$ cat src/sv/ble_frame_checker_crc16_top_defines.svh
// assertion macros for the frame checker top level
// no dependencies; taken in by `include from the top level
`ifndef BLE_FRAME_CHECKER_CRC16_TOP_DEFINES_SVH
`define BLE_FRAME_CHECKER_CRC16_TOP_DEFINES_SVH

// same-cycle implication, disabled during reset
`define BFC_ASSERT_NOW(label, clk, rst, ante, cons) \
   label: assert property (@(posedge clk) disable iff (rst) (ante) |-> (cons)) \
      else $error("frame checker assertion failed");

// next-cycle implication, disabled during reset
`define BFC_ASSERT_NEXT(label, clk, rst, ante, cons) \
   label: assert property (@(posedge clk) disable iff (rst) (ante) |=> (cons)) \
      else $error("frame checker assertion failed");

`endif

$ cat src/sv/bfc_pkg.sv
// shared types and constants for the frame checker
// no dependencies
package bfc_pkg;

   localparam int unsigned MAX_FRAME_BYTES = 512;
   localparam int unsigned HDR_BYTES       = 12;
   localparam int unsigned CRC_BYTES       = 2;
   localparam logic [15:0] CRC_INIT        = 16'hFFFF;
   localparam logic [15:0] CRC_POLY        = 16'hA001;

   // queue depth must be a power of two (pointers wrap by overflow)
   localparam int unsigned QUEUE_DEPTH = 4;
   localparam int unsigned QUEUE_AW    = $clog2(QUEUE_DEPTH);
   localparam int unsigned QUEUE_CW    = $clog2(QUEUE_DEPTH + 1);

   localparam logic KIND_PAYLOAD = 1'b0;
   localparam logic KIND_REPORT  = 1'b1;

   typedef enum logic [2:0] {
      STATUS_OK       = 3'd0,
      STATUS_SHORT    = 3'd1,
      STATUS_LEN_FAIL = 3'd2,
      STATUS_CRC_FAIL = 3'd3,
      STATUS_OVERSIZE = 3'd4
   } status_type;

   // one classified byte, handed from front to back
   typedef struct packed {
      logic [7:0]  frame_byte;
      logic        last_byte;
      logic        seq_shift;
      logic        cmd_shift;
      logic        fdw_shift;
      logic        crc_update;
      logic        is_data;
      logic        crc_hi;
      logic        crc_lo;
      logic        oversize;
      logic        short_frame;
      logic        len_fail;
      logic [15:0] header_length;
   } entry_type;

   typedef struct packed {
      logic full;
      logic empty;
   } queue_status_type;

endpackage

$ cat src/sv/ble_frame_checker_crc16_top.sv
// top level of the plaintext frame checker with crc-16/modbus
// depends on bfc_pkg, bfc_front, bfc_queue, bfc_back and the defines header
//
//   channel   dir  transfer when         payload
//   req_      in   req_valid & !stall   frame_byte, last_byte
//   rsp_      out  rsp_valid & !stall   result_kind, payload_byte, frame_status,
//                                       seq_number, command_code, data_length,
//                                       peer_length
//
// one byte per cycle sustained while rsp_stall stays low; a data byte or last byte gives a result on rsp_
// through the queue write and then crc/capture into the result register (a pop waits for a free slot)
// the rate is set by the byte-wide crc update, done combinationally in the back end
// reset is synchronous; it clears position, queue pointers and result valid
// req_stall rises only when the four-entry queue is full
// a stalled result holds and the back end stops popping, so the queue fills up
`include "ble_frame_checker_crc16_top_defines.svh"

module ble_frame_checker_crc16_top (
   input  logic        clock,
   input  logic        reset,
   // byte input
   input  logic        req_valid,
   output logic        req_stall,
   input  logic [7:0]  req_frame_byte,
   input  logic        req_last_byte,
   // results
   output logic        rsp_valid,
   input  logic        rsp_stall,
   output logic        rsp_result_kind,
   output logic [7:0]  rsp_payload_byte,
   output logic [2:0]  rsp_frame_status,
   output logic [31:0] rsp_seq_number,
   output logic [15:0] rsp_command_code,
   output logic [15:0] rsp_data_length,
   output logic [15:0] rsp_peer_length
);

   bfc_pkg::entry_type        front_entry;
   bfc_pkg::entry_type        head_entry;
   bfc_pkg::queue_status_type queue_status;
   logic                      req_xfer;
   logic                      pop;

   // a valid input byte transfers whenever the queue has room
   assign req_stall = queue_status.full;
   assign req_xfer  = req_valid && !req_stall;

   // front: tracks byte position and header length, tags each byte
   bfc_front u_front (
      .clock      (clock),
      .reset      (reset),
      .accept     (req_xfer),
      .frame_byte (req_frame_byte),
      .last_byte  (req_last_byte),
      .entry      (front_entry)
   );

   // decoupling queue, lets input and output stall on their own
   bfc_queue u_queue (
      .clock      (clock),
      .reset      (reset),
      .push       (req_xfer),
      .push_entry (front_entry),
      .pop        (pop),
      .head_entry (head_entry),
      .status     (queue_status)
   );

   // back: crc, header fields, recorded seq/peer length, result register
   bfc_back u_back (
      .clock            (clock),
      .reset            (reset),
      .head_entry       (head_entry),
      .queue_status     (queue_status),
      .pop              (pop),
      .rsp_valid        (rsp_valid),
      .rsp_stall        (rsp_stall),
      .rsp_result_kind  (rsp_result_kind),
      .rsp_payload_byte (rsp_payload_byte),
      .rsp_frame_status (rsp_frame_status),
      .rsp_seq_number   (rsp_seq_number),
      .rsp_command_code (rsp_command_code),
      .rsp_data_length  (rsp_data_length),
      .rsp_peer_length  (rsp_peer_length)
   );

   // payload transfers carry nothing in the report fields
   `BFC_ASSERT_NOW(a_payload_clean, clock, reset,
      rsp_valid && rsp_result_kind == bfc_pkg::KIND_PAYLOAD,
      rsp_frame_status == 3'(bfc_pkg::STATUS_OK) && rsp_seq_number == 32'd0 &&
      rsp_peer_length == 16'd0)

   // oversize or short reports never show header fields
   `BFC_ASSERT_NOW(a_bad_frame_no_header, clock, reset,
      rsp_valid && rsp_result_kind == bfc_pkg::KIND_REPORT &&
      (rsp_frame_status == 3'(bfc_pkg::STATUS_OVERSIZE) ||
       rsp_frame_status == 3'(bfc_pkg::STATUS_SHORT)),
      rsp_command_code == 16'd0 && rsp_data_length == 16'd0)

   // the back end never pops an empty queue
   `BFC_ASSERT_NOW(a_no_pop_empty, clock, reset, pop, !queue_status.empty)

   // a pop into a free slot of a data byte or last byte yields a result next cycle
   `BFC_ASSERT_NEXT(a_pop_makes_result, clock, reset,
      pop && (head_entry.last_byte || head_entry.is_data), rsp_valid)

endmodule

$ cat src/sv/bfc_front.sv
// front end: byte position, header length and per-byte classification
// depends on bfc_pkg
module bfc_front (
   input  logic               clock,
   input  logic               reset,
   input  logic               accept,
   input  logic [7:0]         frame_byte,
   input  logic               last_byte,
   output bfc_pkg::entry_type entry
);

   logic [15:0] pos_ff, pos_in;
   logic        ovf_ff, ovf_in;
   logic [15:0] hlen_ff, hlen_in;

   logic        live;
   logic [16:0] crc_pos;
   logic        in_body;

   always_comb begin
      live    = !ovf_ff;
      crc_pos = {1'b0, hlen_ff} + 17'(bfc_pkg::HDR_BYTES);
      in_body = ({1'b0, pos_ff} < crc_pos) || (pos_ff < 16'(bfc_pkg::HDR_BYTES));

      hlen_in = hlen_ff;
      if (live && (pos_ff == 16'd10 || pos_ff == 16'd11)) begin
         hlen_in = {hlen_ff[7:0], frame_byte};
      end

      entry.frame_byte    = frame_byte;
      entry.last_byte     = last_byte;
      entry.seq_shift     = live && (pos_ff < 16'd4);
      entry.cmd_shift     = live && (pos_ff == 16'd8 || pos_ff == 16'd9);
      entry.fdw_shift     = live && (pos_ff == 16'd12 || pos_ff == 16'd13);
      entry.crc_update    = live && in_body;
      entry.is_data       = live && in_body && (pos_ff >= 16'(bfc_pkg::HDR_BYTES));
      entry.crc_hi        = live && !in_body && ({1'b0, pos_ff} == crc_pos);
      entry.crc_lo        = live && !in_body && ({1'b0, pos_ff} == crc_pos + 17'd1);
      // frame length is pos + 1
      entry.oversize      = ovf_ff || ({1'b0, pos_ff} >= 17'(bfc_pkg::MAX_FRAME_BYTES));
      entry.short_frame   = pos_ff < 16'(bfc_pkg::HDR_BYTES + bfc_pkg::CRC_BYTES - 1);
      entry.len_fail      = ({2'b0, hlen_ff} + 18'(bfc_pkg::HDR_BYTES + bfc_pkg::CRC_BYTES))
                            > ({2'b0, pos_ff} + 18'd1);
      entry.header_length = hlen_in;

      pos_in = pos_ff;
      ovf_in = ovf_ff;
      if (last_byte) begin
         pos_in = '0;
         ovf_in = 1'b0;
      end else if (pos_ff == 16'hFFFF) begin
         ovf_in = 1'b1;
      end else begin
         pos_in = pos_ff + 16'd1;
      end
   end

   always_ff @(posedge clock) begin
      if (reset) begin
         pos_ff  <= '0;
         ovf_ff  <= 1'b0;
         hlen_ff <= '0;
      end else if (accept) begin
         pos_ff  <= pos_in;
         ovf_ff  <= ovf_in;
         hlen_ff <= last_byte ? 16'd0 : hlen_in;
      end
   end

endmodule

$ cat src/sv/bfc_queue.sv
// short queue of classified bytes between front and back
// depends on bfc_pkg
module bfc_queue (
   input  logic                      clock,
   input  logic                      reset,
   input  logic                      push,
   input  bfc_pkg::entry_type        push_entry,
   input  logic                      pop,
   output bfc_pkg::entry_type        head_entry,
   output bfc_pkg::queue_status_type status
);

   bfc_pkg::entry_type                 mem_ff [bfc_pkg::QUEUE_DEPTH];
   logic [bfc_pkg::QUEUE_AW-1:0]       wr_ptr_ff, rd_ptr_ff;
   logic [bfc_pkg::QUEUE_CW-1:0]       count_ff, count_in;

   always_comb begin
      head_entry   = mem_ff[rd_ptr_ff];
      status.full  = count_ff == bfc_pkg::QUEUE_CW'(bfc_pkg::QUEUE_DEPTH);
      status.empty = count_ff == '0;
      count_in     = count_ff;
      if (push && !pop) begin
         count_in = count_ff + 1'b1;
      end else if (pop && !push) begin
         count_in = count_ff - 1'b1;
      end
   end

   always_ff @(posedge clock) begin
      if (push) begin
         mem_ff[wr_ptr_ff] <= push_entry;
      end
   end

   always_ff @(posedge clock) begin
      if (reset) begin
         wr_ptr_ff <= '0;
         rd_ptr_ff <= '0;
         count_ff  <= '0;
      end else begin
         if (push) begin
            wr_ptr_ff <= wr_ptr_ff + 1'b1;
         end
         if (pop) begin
            rd_ptr_ff <= rd_ptr_ff + 1'b1;
         end
         count_ff <= count_in;
      end
   end

endmodule

$ cat src/sv/bfc_back.sv
// back end: crc, header capture, recorded values and the result register
// depends on bfc_pkg
module bfc_back (
   input  logic                      clock,
   input  logic                      reset,
   input  bfc_pkg::entry_type        head_entry,
   input  bfc_pkg::queue_status_type queue_status,
   output logic                      pop,
   output logic                      rsp_valid,
   input  logic                      rsp_stall,
   output logic                      rsp_result_kind,
   output logic [7:0]                rsp_payload_byte,
   output logic [2:0]                rsp_frame_status,
   output logic [31:0]               rsp_seq_number,
   output logic [15:0]               rsp_command_code,
   output logic [15:0]               rsp_data_length,
   output logic [15:0]               rsp_peer_length
);

   function automatic logic [15:0] crc_byte(input logic [15:0] crc, input logic [7:0] b);
      logic [15:0] c;
      logic [7:0]  d;
      logic        lsb;
      c = crc;
      d = b;
      for (int i = 0; i < 8; i++) begin
         lsb = c[0] ^ d[0];
         c   = c >> 1;
         if (lsb) begin
            c = c ^ bfc_pkg::CRC_POLY;
         end
         d = d >> 1;
      end
      return c;
   endfunction

   logic [15:0] crc_ff, crc_in;
   logic [15:0] crc_end_ff, crc_end_in;
   logic [15:0] crc_rx_ff, crc_rx_in;
   logic [31:0] seq_ff, seq_in;
   logic [15:0] cmd_ff, cmd_in;
   logic [15:0] fdw_ff, fdw_in;
   logic [31:0] kept_seq_ff, kept_seq_in;
   logic [15:0] kept_peer_ff, kept_peer_in;

   logic                out_valid_ff;
   logic                out_kind_ff;
   logic [7:0]          out_byte_ff;
   bfc_pkg::status_type out_status_ff;
   logic [31:0]         out_seq_ff;
   logic [15:0]         out_cmd_ff, out_len_ff, out_peer_ff;

   logic                slot_free;
   logic                emit;
   bfc_pkg::status_type status;
   logic                recorded;
   bfc_pkg::entry_type  e;

   always_comb begin
      e         = head_entry;
      slot_free = !out_valid_ff || !rsp_stall;
      pop       = !queue_status.empty && slot_free;
      emit      = pop && (e.last_byte || e.is_data);

      crc_in     = e.crc_update ? crc_byte(crc_ff, e.frame_byte) : crc_ff;
      crc_end_in = e.crc_hi ? crc_ff : crc_end_ff;
      crc_rx_in  = crc_rx_ff;
      if (e.crc_hi) begin
         crc_rx_in = {e.frame_byte, crc_rx_ff[7:0]};
      end else if (e.crc_lo) begin
         crc_rx_in = {crc_rx_ff[15:8], e.frame_byte};
      end
      seq_in = e.seq_shift ? {seq_ff[23:0], e.frame_byte} : seq_ff;
      cmd_in = e.cmd_shift ? {cmd_ff[7:0], e.frame_byte} : cmd_ff;
      fdw_in = e.fdw_shift ? {fdw_ff[7:0], e.frame_byte} : fdw_ff;

      recorded     = e.last_byte && !e.oversize && !e.short_frame;
      kept_seq_in  = recorded ? seq_in : kept_seq_ff;
      kept_peer_in = kept_peer_ff;
      if (recorded && cmd_in == 16'd0 && e.header_length >= 16'd2) begin
         kept_peer_in = fdw_in;
      end

      priority if (e.oversize) begin
         status = bfc_pkg::STATUS_OVERSIZE;
      end else if (e.short_frame) begin
         status = bfc_pkg::STATUS_SHORT;
      end else if (e.len_fail) begin
         status = bfc_pkg::STATUS_LEN_FAIL;
      end else if (crc_rx_in != crc_end_in) begin
         status = bfc_pkg::STATUS_CRC_FAIL;
      end else begin
         status = bfc_pkg::STATUS_OK;
      end
   end

   // per-frame state and recorded values
   always_ff @(posedge clock) begin
      if (reset) begin
         crc_ff       <= bfc_pkg::CRC_INIT;
         crc_end_ff   <= '0;
         crc_rx_ff    <= '0;
         seq_ff       <= '0;
         cmd_ff       <= '0;
         fdw_ff       <= '0;
         kept_seq_ff  <= '0;
         kept_peer_ff <= '0;
      end else if (pop) begin
         kept_seq_ff  <= kept_seq_in;
         kept_peer_ff <= kept_peer_in;
         if (e.last_byte) begin
            crc_ff     <= bfc_pkg::CRC_INIT;
            crc_end_ff <= '0;
            crc_rx_ff  <= '0;
            seq_ff     <= '0;
            cmd_ff     <= '0;
            fdw_ff     <= '0;
         end else begin
            crc_ff     <= crc_in;
            crc_end_ff <= crc_end_in;
            crc_rx_ff  <= crc_rx_in;
            seq_ff     <= seq_in;
            cmd_ff     <= cmd_in;
            fdw_ff     <= fdw_in;
         end
      end
   end

   // result register
   always_ff @(posedge clock) begin
      if (reset) begin
         out_valid_ff <= 1'b0;
      end else if (slot_free) begin
         out_valid_ff <= emit;
      end
   end

   always_ff @(posedge clock) begin
      if (emit) begin
         if (e.last_byte) begin
            out_kind_ff   <= bfc_pkg::KIND_REPORT;
            out_byte_ff   <= '0;
            out_status_ff <= status;
            out_seq_ff    <= kept_seq_in;
            out_cmd_ff    <= recorded ? cmd_in : 16'd0;
            out_len_ff    <= recorded ? e.header_length : 16'd0;
            out_peer_ff   <= kept_peer_in;
         end else begin
            out_kind_ff   <= bfc_pkg::KIND_PAYLOAD;
            out_byte_ff   <= e.frame_byte;
            out_status_ff <= bfc_pkg::STATUS_OK;
            out_seq_ff    <= '0;
            out_cmd_ff    <= '0;
            out_len_ff    <= '0;
            out_peer_ff   <= '0;
         end
      end
   end

   assign rsp_valid        = out_valid_ff;
   assign rsp_result_kind  = out_kind_ff;
   assign rsp_payload_byte = out_byte_ff;
   assign rsp_frame_status = 3'(out_status_ff);
   assign rsp_seq_number   = out_seq_ff;
   assign rsp_command_code = out_cmd_ff;
   assign rsp_data_length  = out_len_ff;
   assign rsp_peer_length  = out_peer_ff;

endmodule
$ cat config.mk
export PLATFORM = sky130hd
export DESIGN_NAME = ble_frame_checker_crc16_top
export DESIGN_NICKNAME = d
export VERILOG_FILES = /design/src/sv/bfc_pkg.sv /design/src/sv/ble_frame_checker_crc16_top.sv /design/src/sv/bfc_front.sv /design/src/sv/bfc_queue.sv /design/src/sv/bfc_back.sv
export VERILOG_INCLUDE_DIRS = /design/src /design/src/sv
export SDC_FILE = /design/constraint.sdc
export NUM_CORES = 1
export LEC_CHECK = 0
export ABC_AREA = 1
export BUFFER_PORTS_ARGS = -buffer_cell sky130_fd_sc_hd__buf_4
export CAP_MARGIN = 0
export CORE_MARGIN = 3
export CORE_UTILIZATION = 56
export CTS_CLUSTER_DIAMETER = 100
export DETAILED_ROUTE_END_ITERATION = 10
export GPL_TIMING_DRIVEN = 0
export PLACE_DENSITY = 0.86
export SYNTH_ARGS = -nofsm -noshare
export SYNTH_HDL_FRONTEND = slang
export SYNTH_SLANG_ARGS = --single-unit
$ cat constraint.sdc
create_clock -name clock -period 6.4 [get_ports clock]
set_clock_uncertainty 0.05 [all_clocks]
set_input_delay 0.64 -clock clock [delete_from_list [all_inputs] [get_ports clock]]
set_output_delay 0.64 -clock clock [all_outputs]
set_load 0.1 [all_outputs]
After elaboration in Yosys (flattened, before gate mapping)
Memories as Yosys holds them, arrays and structs flattened. A register that Yosys moved wholly into a read port is not among the register bits.
Cells that the tools add are included.
Widths: inputs -> output; s select.
{"block": "word_totals", "romBits": 0, "latch_bits": 0, "memories": 1, "wordCells": 157, "inputBits": 13, "reg_bits": 293, "mem_bits_rw": 140}
{"memory": "u_queue.mem_ff", "words": 4, "width": 35, "read_ports": 1, "rd_clocked_by_memory_dff": 1, "wr": 1, "line": "bfc_queue.sv:13", "rtl": "bfc_pkg::entry_type mem_ff [bfc_pkg::QUEUE_DEPTH];"}
{"block": "op_classes", "bitwise_logic": 17, "magnitude_cmp": 8, "n_reduce_logical": 46, "n_mux": 40, "div": 0, "n_eq_ne": 12, "mul": 0, "n_addsub": 9, "shift": 0}
{"operator": "$mux 16", "count": 23}
{"operator": "$eq 16x4->1 const B", "count": 6}
{"operator": "$mux 32", "count": 3}
{"operator": "$add 16x4->17 const B", "count": 2}
{"operator": "$eq 16x17->1", "count": 2}
{"operator": "$lt 16x4->1 const B", "count": 2}
{"operator": "$not 2->3", "count": 8}
{"operator": "$gt 18x18->1", "count": 1}
{"operator": "$logic_and 1x1->1", "count": 18}
{"operator": "$add 16x1->17 const B", "count": 1}
{"operator": "$add 17x1->17 const B", "count": 1}
{"operator": "$lt 16x17->1", "count": 1}
{"operator": "$add 16x1->16 const B", "count": 1}
{"operator": "$eq 16x16->1 const B", "count": 1}
{"operator": "$ge 16x10->1 const B", "count": 1}
{"operator": "$ge 16x2->1 const B", "count": 1}
{"operator": "$ge 16x4->1 const B", "count": 1}
{"operator": "$logic_not 16->1", "count": 1}
{"operator": "$lt 16x3->1 const B", "count": 1}
{"operator": "$ne 16x16->1", "count": 1}
{"operator": "$mux 3", "count": 5}
{"operator": "$logic_not 1->1", "count": 10}
{"operator": "$mux 8", "count": 1}
{"operator": "$reduce_and 2->1", "count": 4}
{"operator": "other kinds (14)", "count": 36}

Longest topological paths before layout
Gate-level depths: netlist (run 1).
{"block": "depth", "ltp_word": 18, "depth_mapped": 25}

Modules after synthesis
Synthesis (run 1) repeated with hierarchy kept, for this count alone.
{"block": "hier_totals", "hier_cells": 2400, "hier_area_um2": 20993.9}
{"mod": "bfc_back", "cells_per_inst": 1351, "seq_area_each_um2": 5985.7, "instances": 1, "area_each_um2": 11287.1}
{"mod": "bfc_queue", "cells_per_inst": 396, "seq_area_each_um2": 4384.2, "instances": 1, "area_each_um2": 5622.9}
{"mod": "bfc_front", "cells_per_inst": 651, "seq_area_each_um2": 660.6, "instances": 1, "area_each_um2": 4073.9}
{"mod": "ble_frame_checker_crc16_top", "cells_per_inst": 2, "seq_area_each_um2": 0.0, "instances": 1, "area_each_um2": 10.0}

Worst setup path after synthesis (run 1)
OpenSTA, ideal clock, no wires.
{"block": "synth_path", "path_kind": "register -> register", "startpoint": "register (tool-made name)", "endpoint": "register u_back.out_cmd_ff[0], in the netlist u_back.rsp_command_code[0], enable pin", "path_stages_with_launch": 9, "n_path_buf": 5, "setup_slack_ns": -0.026, "synth_period_minus_slack_ns": 6.426, "arrival_ns": 5.802, "setup_time_ns": 0.574, "path_cell_list": "dfxtp_1 -> buf_6 -> buf_6 -> buf_6 -> buf_2 -> buf_2 -> nand2_1 -> a32o_1 -> a21oi_1"}
{"item": "end signal, assigned", "line": "bfc_back.sv:145", "rtl": "out_cmd_ff <= recorded ? cmd_in : 16'd0;"}
{"item": "end, declared", "line": "bfc_back.sv:51", "rtl": "logic [15:0] out_cmd_ff, out_len_ff, out_peer_ff;"}

==> reports/qor_table.md, run 1 <==
| Parameter | This run | Unit |
|:---|:---|:---|
| Number of register bits inferred by synthesis | 435 | - |
| Initial core utilization | 57.5 | % |
| Arrival time of the worst setup path | 4760 | ps |
| Remaining number of nets flagged by the antenna check after routing | 0 | - |
| Critical path peak fanout | 7 | - |
| Internal reg-to-reg setup slack | 2010 | ps |
| Average routed wire per standard cell | 18.8 | um |
| Clock Sinks | 435 | - |
| Antenna violations before repair | 0 | - |
| Detailed Route Iter0 Violations | 2,093 | - |
| Path category of the worst min-delay check | in -> reg | - |
| Endpoints failing hold | 0 | - |
| Top achievable clock speed | 228 | MHz |
| Worst setup path class | reg -> reg | - |
| Buffer levels on the longest clock path | 3 | - |
| Type of element launching the critical path | flop | - |
| Source of the worst hold timing path | req_frame_byte[6] | - |
| FP Rows | 69 | - |
| Half-perimeter wire length after placement | 40,300 | um |
| Buffer count from post-CTS setup fixing | 0 | - |
| Placer Congestion | 0.958 | - |
| Final cycle utilization of the critical path | 68.5 | % |
| Area Overhead vs Synth | 14.1 | % |
| Residual DRC | 0 | - |
| Share of final-layout standard cells stronger than drive strength 1 | 11.8 | % |
| Relative slew slack | 25.4 | % |
| Quantity of I/O buffers inserted on ports | 105 | - |
| Hold-fix buffer count after cts | 0 | - |
| Setup violations, final | 0 | - |
| Final Max Tran Viols | 0 | - |
| First-pass GRT wire length | 88,400 | um |
| # Max-Cap Violations | 0 | - |
| Crit-path cells | inv_1 > ha_1 > inv_1 > nand2_1 > nor3_2 > inv_2 > nor2_1 > xor2_1 > inv_1 > ha_1 > a21oi_1 > nand3b_1 > a21oi_1 > a211oi_1 > o221ai_1 > a21oi_1 > nand2_1 > inv_1 | - |
| Number of clock buffers inserted by TritonCTS | 45 | - |
| Die extent in y | 198 | um |
| Count of nets after finishing | 2,585 | - |
| Overall die area | 0.0392 | sq mm |
| Number of cells on the worst reg-to-reg path | 18 | - |
| FF-to-FF Start | u_front.hlen_ff[2] | - |
| Max incr delay on CP | 500 | ps |
| Clock Pin Slew Worst Setup and Hold Paths | 70 | ps |
| Final Critical Period | 4390 | ps |
| Post-CTS Resized | 0 | - |
| Floorplan die width | 198 | um |
| Final core area utilization | 65.6 | % |
| Top cell by count, worst path | inv_1 | - |
| Grt ovf | 0 | - |
| Detailed-router iteration count before antenna repair | 6 | - |
| Share of the yosys chip area belonging to registers | 53.4 | % |
| Maximum number of pins on one net before global-route repair | 34 | - |
| Number of distinct library cell variants in the gate-level netlist after synthesis | 58 | - |
| Global-route total usage across every layer | 28.6 | % |
| Total length of routed wires | 56,900 | um |
| Warnings, synthesis | 0 | - |
| Worst setup EP type | flop | - |
| Clock network latency to the later pin of the worst-skew pair | 580 | ps |
| Transition time at the pin with the least slew margin | 1110 | ps |
| Overall via count from detail_route | 17.7k | - |
| Dominant register cell in the synthesized netlist | edfxtp_1 | - |
| CTS tree | yes | - |
| Via count of the first global-routing pass | 17.0k | - |
| Number of top-level pins | 107 | - |
| Average footprint of a synthesized cell | 8.74 | sq um |
| Root buffer cell | clkbuf_16 | - |
| Via density per instance | 5.85 | - |
| Area of the placeable core | 0.0359 | sq mm |
| Post-Synthesis Cell Area | 0.0206 | sq mm |
| Number of enable-type register cells in the synthesized netlist | 232 | - |
| Cells after Synth | 2,364 | - |
| Async S/R FF share, synth | 0 | % |
| Setup repair after global routing missed its margin | no | - |
| Worst reg2reg path endpoint | u_queue.mem_ff[0][21] | - |
| Maximum level of the CTS H-tree | 2 | - |
| Critical-path top delay cell | dfxtp_1 | - |
| Hold EP | u_queue.mem_ff[0][33] | - |
| Endpoint required time on the critical path | 6770 | ps |
| Accumulated negative setup slack | 0 | ps |
| Post-Synthesis Net Count | 2,426 | - |
| Cell depth of the worst min-delay path | 1 | - |
| Final antenna diode count | 0 | - |
| Outcome | finished clean | - |
## cell type report
class | instances | area (sq um)
fill | 2740 | 12300
multi-input combinational | 1588 | 8250
sequential | 435 | 11000
timing repair buffer | 112 | 928
inverter | 216 | 817
tap | 461 | 577
clock inverter | 20 | 143
clock buffer | 61 | 1230
buffer | 125 | 597
## routing by layer
metal	global-route usage (%)	vias to the layer above	share of wire, %
met5	0	-	0
met4	13.2	0	4.3
met3	5.79	166	10
met2	45.7	972	46
met1	37.8	8299	40
li1	-	8224	-
## flip-flops by register name, summed over array words and instances, names as in the netlist, 3 cells and up, named ones only
| register | count |
|---|---|
| u_queue.mem_ff | 140 |
| u_back.kept_seq_ff | 32 |
| u_back.rsp_seq_number | 32 |
| u_back.seq_ff | 32 |
| u_back.cmd_ff | 16 |
| u_back.crc_end_ff | 16 |
| u_back.crc_ff | 16 |
| u_back.crc_rx_ff | 16 |
| u_back.fdw_ff | 16 |
| u_back.kept_peer_ff | 16 |
| u_back.rsp_command_code | 16 |
| u_back.rsp_data_length | 16 |
| u_back.rsp_peer_length | 16 |
| u_front.hlen_ff | 16 |
| u_front.pos_ff | 16 |
| u_back.rsp_payload_byte | 8 |
| u_back.rsp_frame_status | 3 |
| u_queue.count_ff | 3 |
## synth_stat cells, types with 13 or more instances
cell,number,area [sq um]
a32o_1,15,150
a21oi_2,16,140
dfxtp_1,203,4060
nand2_1,643,2410
o21ai_0,143,716
xor2_1,57,499
xnor2_1,14,123
or2_2,13,81.3
a21oi_1,207,1040
o21ai_2,16,140
inv_1,207,777
o21ai_1,13,65.1
nor2_1,160,601
nand4_1,22,138
buf_2,14,70.1
o211ai_1,42,315
nand3_1,84,420
nor3_1,14,70.1
clkbuf_1,88,330
ha_1,48,601
edfxtp_1,232,6970
## cell usage in the layout, fill, tap and decap left out, drive strengths merged, types with 2 or more instances in the layout
master  instances
a22oi           2
nand2         651
dfxtp         203
o22ai           5
clkbuf        150
nand3          92
nor4           10
o221ai          3
a211oi          3
o21ai         172
xnor2          14
or2            21
ha             48
edfxtp        232
a32oi           2
nor2          162
o31ai           2
mux2            8
nor3           17
xor2           58
clkinv         18
a21oi         223
inv           216
o22a            5
o211ai         42
or4             2
buf           148
a32o           15
nand4          22
## worst max-delay path by stage
stage	start	end	slack (ps)	depth (start not counted)
floorplan	flop	u_back.rsp_command_code[0]	1870	8
CTS	u_front.hlen_ff[2]	u_queue.mem_ff[3][21]	2090	18
detailed placement	u_front.hlen_ff[2]	u_queue.mem_ff[3][21]	2120	18
global route	u_front.hlen_ff[2]	u_queue.mem_ff[3][21]	1690	18
finish	u_front.hlen_ff[2]	u_queue.mem_ff[0][21]	2010	18
global placement	flop	u_back.rsp_peer_length[6]	520	7
## through the flow
step	worst slack (ps)	hold slack, ps	area [sq um]	instances
3_5_place_dp	2120	405	22200	2937
4_1_cts	2090	197	23600	3018
5_1_grt	1690	214	23600	3018
2_1_floorplan	1870	391	20700	2364
6_report	2010	222	23600	3018
3_3_place_gp	515	397	22000	2930
## worst max-delay path, delay by kind of cell (launching register included)
kind / cells / cell delay, ps
AOI/OAI and AO/OA: 5 / 1270
DFF: 1 / 500
xor gates and xnor gates: 1 / 380
adders and majority gates: 2 / 550
and+or+nand+nor: 5 / 920
buffers and inverters: 5 / 560
## cell families (layout without fill, tap and decap cells)
| group | after synthesis | count (layout) | share of synthesized area (%) |
|---|---|---|---|
| simple gates | 980 | 980 | 19.7 |
| compound gates | 479 | 479 | 13.5 |
| flops | 435 | 435 | 53.4 |
| buf+inv | 341 | 534 | 6.85 |
| xor+xnor | 72 | 72 | 3.09 |
| fa+ha+maj | 49 | 49 | 3.01 |
| mux | 8 | 8 | 0.436 |
Power of run 1 is not shown: default switching activity piles up to over one toggle a cycle in this logic, so the estimate is an artifact.
==> inputs of run 2 (changes only) <==
--- a/config.mk
+++ b/config.mk
@@ -10,11 +10,11 @@
 export BUFFER_PORTS_ARGS = -buffer_cell sky130_fd_sc_hd__buf_4
 export CAP_MARGIN = 0
 export CORE_MARGIN = 3
-export CORE_UTILIZATION = 56
+export CORE_UTILIZATION = 60
 export CTS_CLUSTER_DIAMETER = 100
 export DETAILED_ROUTE_END_ITERATION = 10
 export GPL_TIMING_DRIVEN = 0
-export PLACE_DENSITY = 0.86
+export PLACE_DENSITY = 0.87
 export SYNTH_ARGS = -nofsm -noshare
 export SYNTH_HDL_FRONTEND = slang
 export SYNTH_SLANG_ARGS = --single-unit
==> constraint.sdc (replaced) <==
create_clock -name clock -period 4.2 [get_ports clock]
set_clock_uncertainty 0.05 [all_clocks]
set_input_delay 0.42 -clock clock [delete_from_list [all_inputs] [get_ports clock]]
set_output_delay 0.42 -clock clock [all_outputs]
set_load 0.1 [all_outputs]
==> reports/qor_table.md, run 2 (synthesis gave the netlist of run 1 again) <==
| Parameter | This run | Unit |
|:---|:---|:---|
| Outcome | finished clean | - |
| Endpoints failing hold | 0 | - |
| Endpoint required time on the critical path | 4560 | ps |
| Via density per instance | 5.91 | - |
| Highest-count cells in the layout ignoring fill and taps | nand2_1, edfxtp_1, inv_1 | - |
| Count of nets after finishing | 2,584 | - |
| Hold EP | u_queue.mem_ff[3][29] | - |
| Area of the placeable core | 0.0337 | sq mm |
| Worst reg2reg path endpoint | u_queue.mem_ff[3][21] | - |
| Global-route total usage across every layer | 30.5 | % |
| Top achievable clock speed | 250 | MHz |
| Remaining number of nets flagged by the antenna check after routing | 0 | - |
| Root buffer cell | clkbuf_16 | - |
| Setup violations, final | 0 | - |
| Worst setup path class | reg -> reg | - |
| Average routed wire per standard cell | 19.0 | um |
| Pre-CTS setup slack | -34.0 | ps |
| Initial core utilization | 61.3 | % |
| Critical path peak fanout | 6 | - |
| Most common library cell in the layout ignoring fill and taps | nand2_1 | - |
| Overall via count from detail_route | 17.8k | - |
| Quantity of I/O buffers inserted on ports | 105 | - |
| Internal reg-to-reg setup slack | 200 | ps |
| First-pass GRT wire length | 88,000 | um |
| Final cycle utilization of the critical path | 95.2 | % |
| Final core area utilization | 70.2 | % |
| Number of top-level pins | 107 | - |
| Max incr delay on CP | 480 | ps |
| # Max-Cap Violations | 0 | - |
| Clock network latency to the later pin of the worst-skew pair | 560 | ps |
| Antenna violations before repair | 0 | - |
| Max FFs per register | 140 | - |
| Critical-path top delay cell | dfxtp_1 | - |
| Detailed Route Iter0 Violations | 2,123 | - |
| Final Critical Period | 4000 | ps |
| Source of the worst hold timing path | req_frame_byte[2] | - |
| Final antenna diode count | 0 | - |
| Share of final-layout standard cells stronger than drive strength 1 | 12.0 | % |
| Number of cells on the worst reg-to-reg path | 18 | - |
| Register containing the most flip-flops in the final layout | u_queue.mem_ff | - |
| Detailed-router iteration count before antenna repair | 6 | - |
| Transition time at the pin with the least slew margin | 1130 | ps |
| Final Max Tran Viols | 0 | - |
| Type of element launching the critical path | flop | - |
| Path category of the worst min-delay check | in -> reg | - |
| Total length of routed wires | 57,000 | um |
| CTS tree | yes | - |
| Area Overhead vs Synth | 14.5 | % |
| Die extent in y | 192 | um |
| Overall die area | 0.0367 | sq mm |
| Floorplan die width | 192 | um |
| Hold-fix buffer count after cts | 0 | - |
| Crit-path cells | inv_1 > ha_1 > inv_1 > nand2_1 > nor3_4 > inv_2 > nor2_1 > xor2_2 > inv_1 > ha_1 > a21oi_1 > nand3b_1 > a21oi_1 > a211oi_1 > o221ai_1 > a21oi_2 > nand2_1 > inv_1 | - |
| Buffer levels on the longest clock path | 3 | - |
| Arrival time of the worst setup path | 4360 | ps |
| Buffers & Inverters on Critical Path | 5 | - |
| Least setup slack across all paths after layout | 202 | ps |
| Placer Congestion | 0.974 | - |
| Top cell by count, worst path | inv_1 | - |
| Worst setup EP type | flop | - |
| Clock Sinks | 435 | - |
| Relative slew slack | 24.1 | % |
| Number of clock buffers inserted by TritonCTS | 44 | - |
| Top cell family by delay on the critical path | compound AO/OA/AOI/OAI gates | - |
| Setup repair after global routing missed its margin | no | - |
| Via count of the first global-routing pass | 17.0k | - |
| Clock Pin Slew Worst Setup and Hold Paths | 70 | ps |
| Maximum level of the CTS H-tree | 2 | - |
| Maximum number of pins on one net before global-route repair | 35 | - |
| Grt ovf | 0 | - |
| FP Rows | 67 | - |
| Worst hold margin | 35.5 | ps |
| Residual DRC | 0 | - |
| Half-perimeter wire length after placement | 40,100 | um |
| Filler Cell Count | 2,434 | - |
| Cell depth of the worst min-delay path | 1 | - |
| FF-to-FF Start | u_front.hlen_ff[3] | - |
==> run 2: cell type report <==
class | count | area (sq um) | area share [%]
Clock buffer | 58 | 1220 | 5.14
Sequential cell | 435 | 11000 | 46.6
Timing Repair Buffer | 112 | 936 | 3.96
Inverter | 216 | 817 | 3.45
Multi-Input combinational cell | 1588 | 8290 | 35.1
Tap cell | 448 | 561 | 2.37
Clock inverter | 24 | 204 | 0.862
Buffer | 125 | 597 | 2.52
==> run 2: layer usage <==
| layer | routed length (um) | part of all wire [%] | GRT usage, % |
|---|---|---|---|
| met4 | 2030 | 3.6 | 12.2 |
| met3 | 5800 | 10 | 4.95 |
| met1 | 22800 | 40 | 41.3 |
| met5 | 0 | 0 | 0 |
| met2 | 26400 | 46 | 49.4 |
==> run 2: worst max-delay path by stage <==
stage	from	cells after the start	slack (ps)	endpoint
floorplan	flop	8	790	u_back.rsp_command_code[0]
global placement	req_valid	6	-540	u_queue.mem_ff[3][9]
detailed placement	u_front.hlen_ff[2]	16	-30	u_queue.mem_ff[0][19]
CTS	u_front.hlen_ff[2]	16	90	u_queue.mem_ff[1][19]
global route	u_front.pos_ff[1]	16	30	u_queue.mem_ff[3][16]
finish	u_front.hlen_ff[3]	18	200	u_queue.mem_ff[3][21]
==> run 2: per-stage QoR <==
step / instance area, sq um / setup TNS, ps / cells
floorplan: 20700 / 0 / 2364
global route: 23700 / 0 / 3006
finish: 23700 / 0 / 3006
global placement: 22000 / -82790 / 2917
detailed placement: 22200 / -136 / 2924
CTS: 23600 / 0 / 3006
==> run 2: timing repair <==
item | in CTS | in global routing
gates resized for setup | 2 | 6
buffers inserted | 0 | 0
setup endpoints to repair | 8 | 12
Power of run 2 is left out for the same reason.
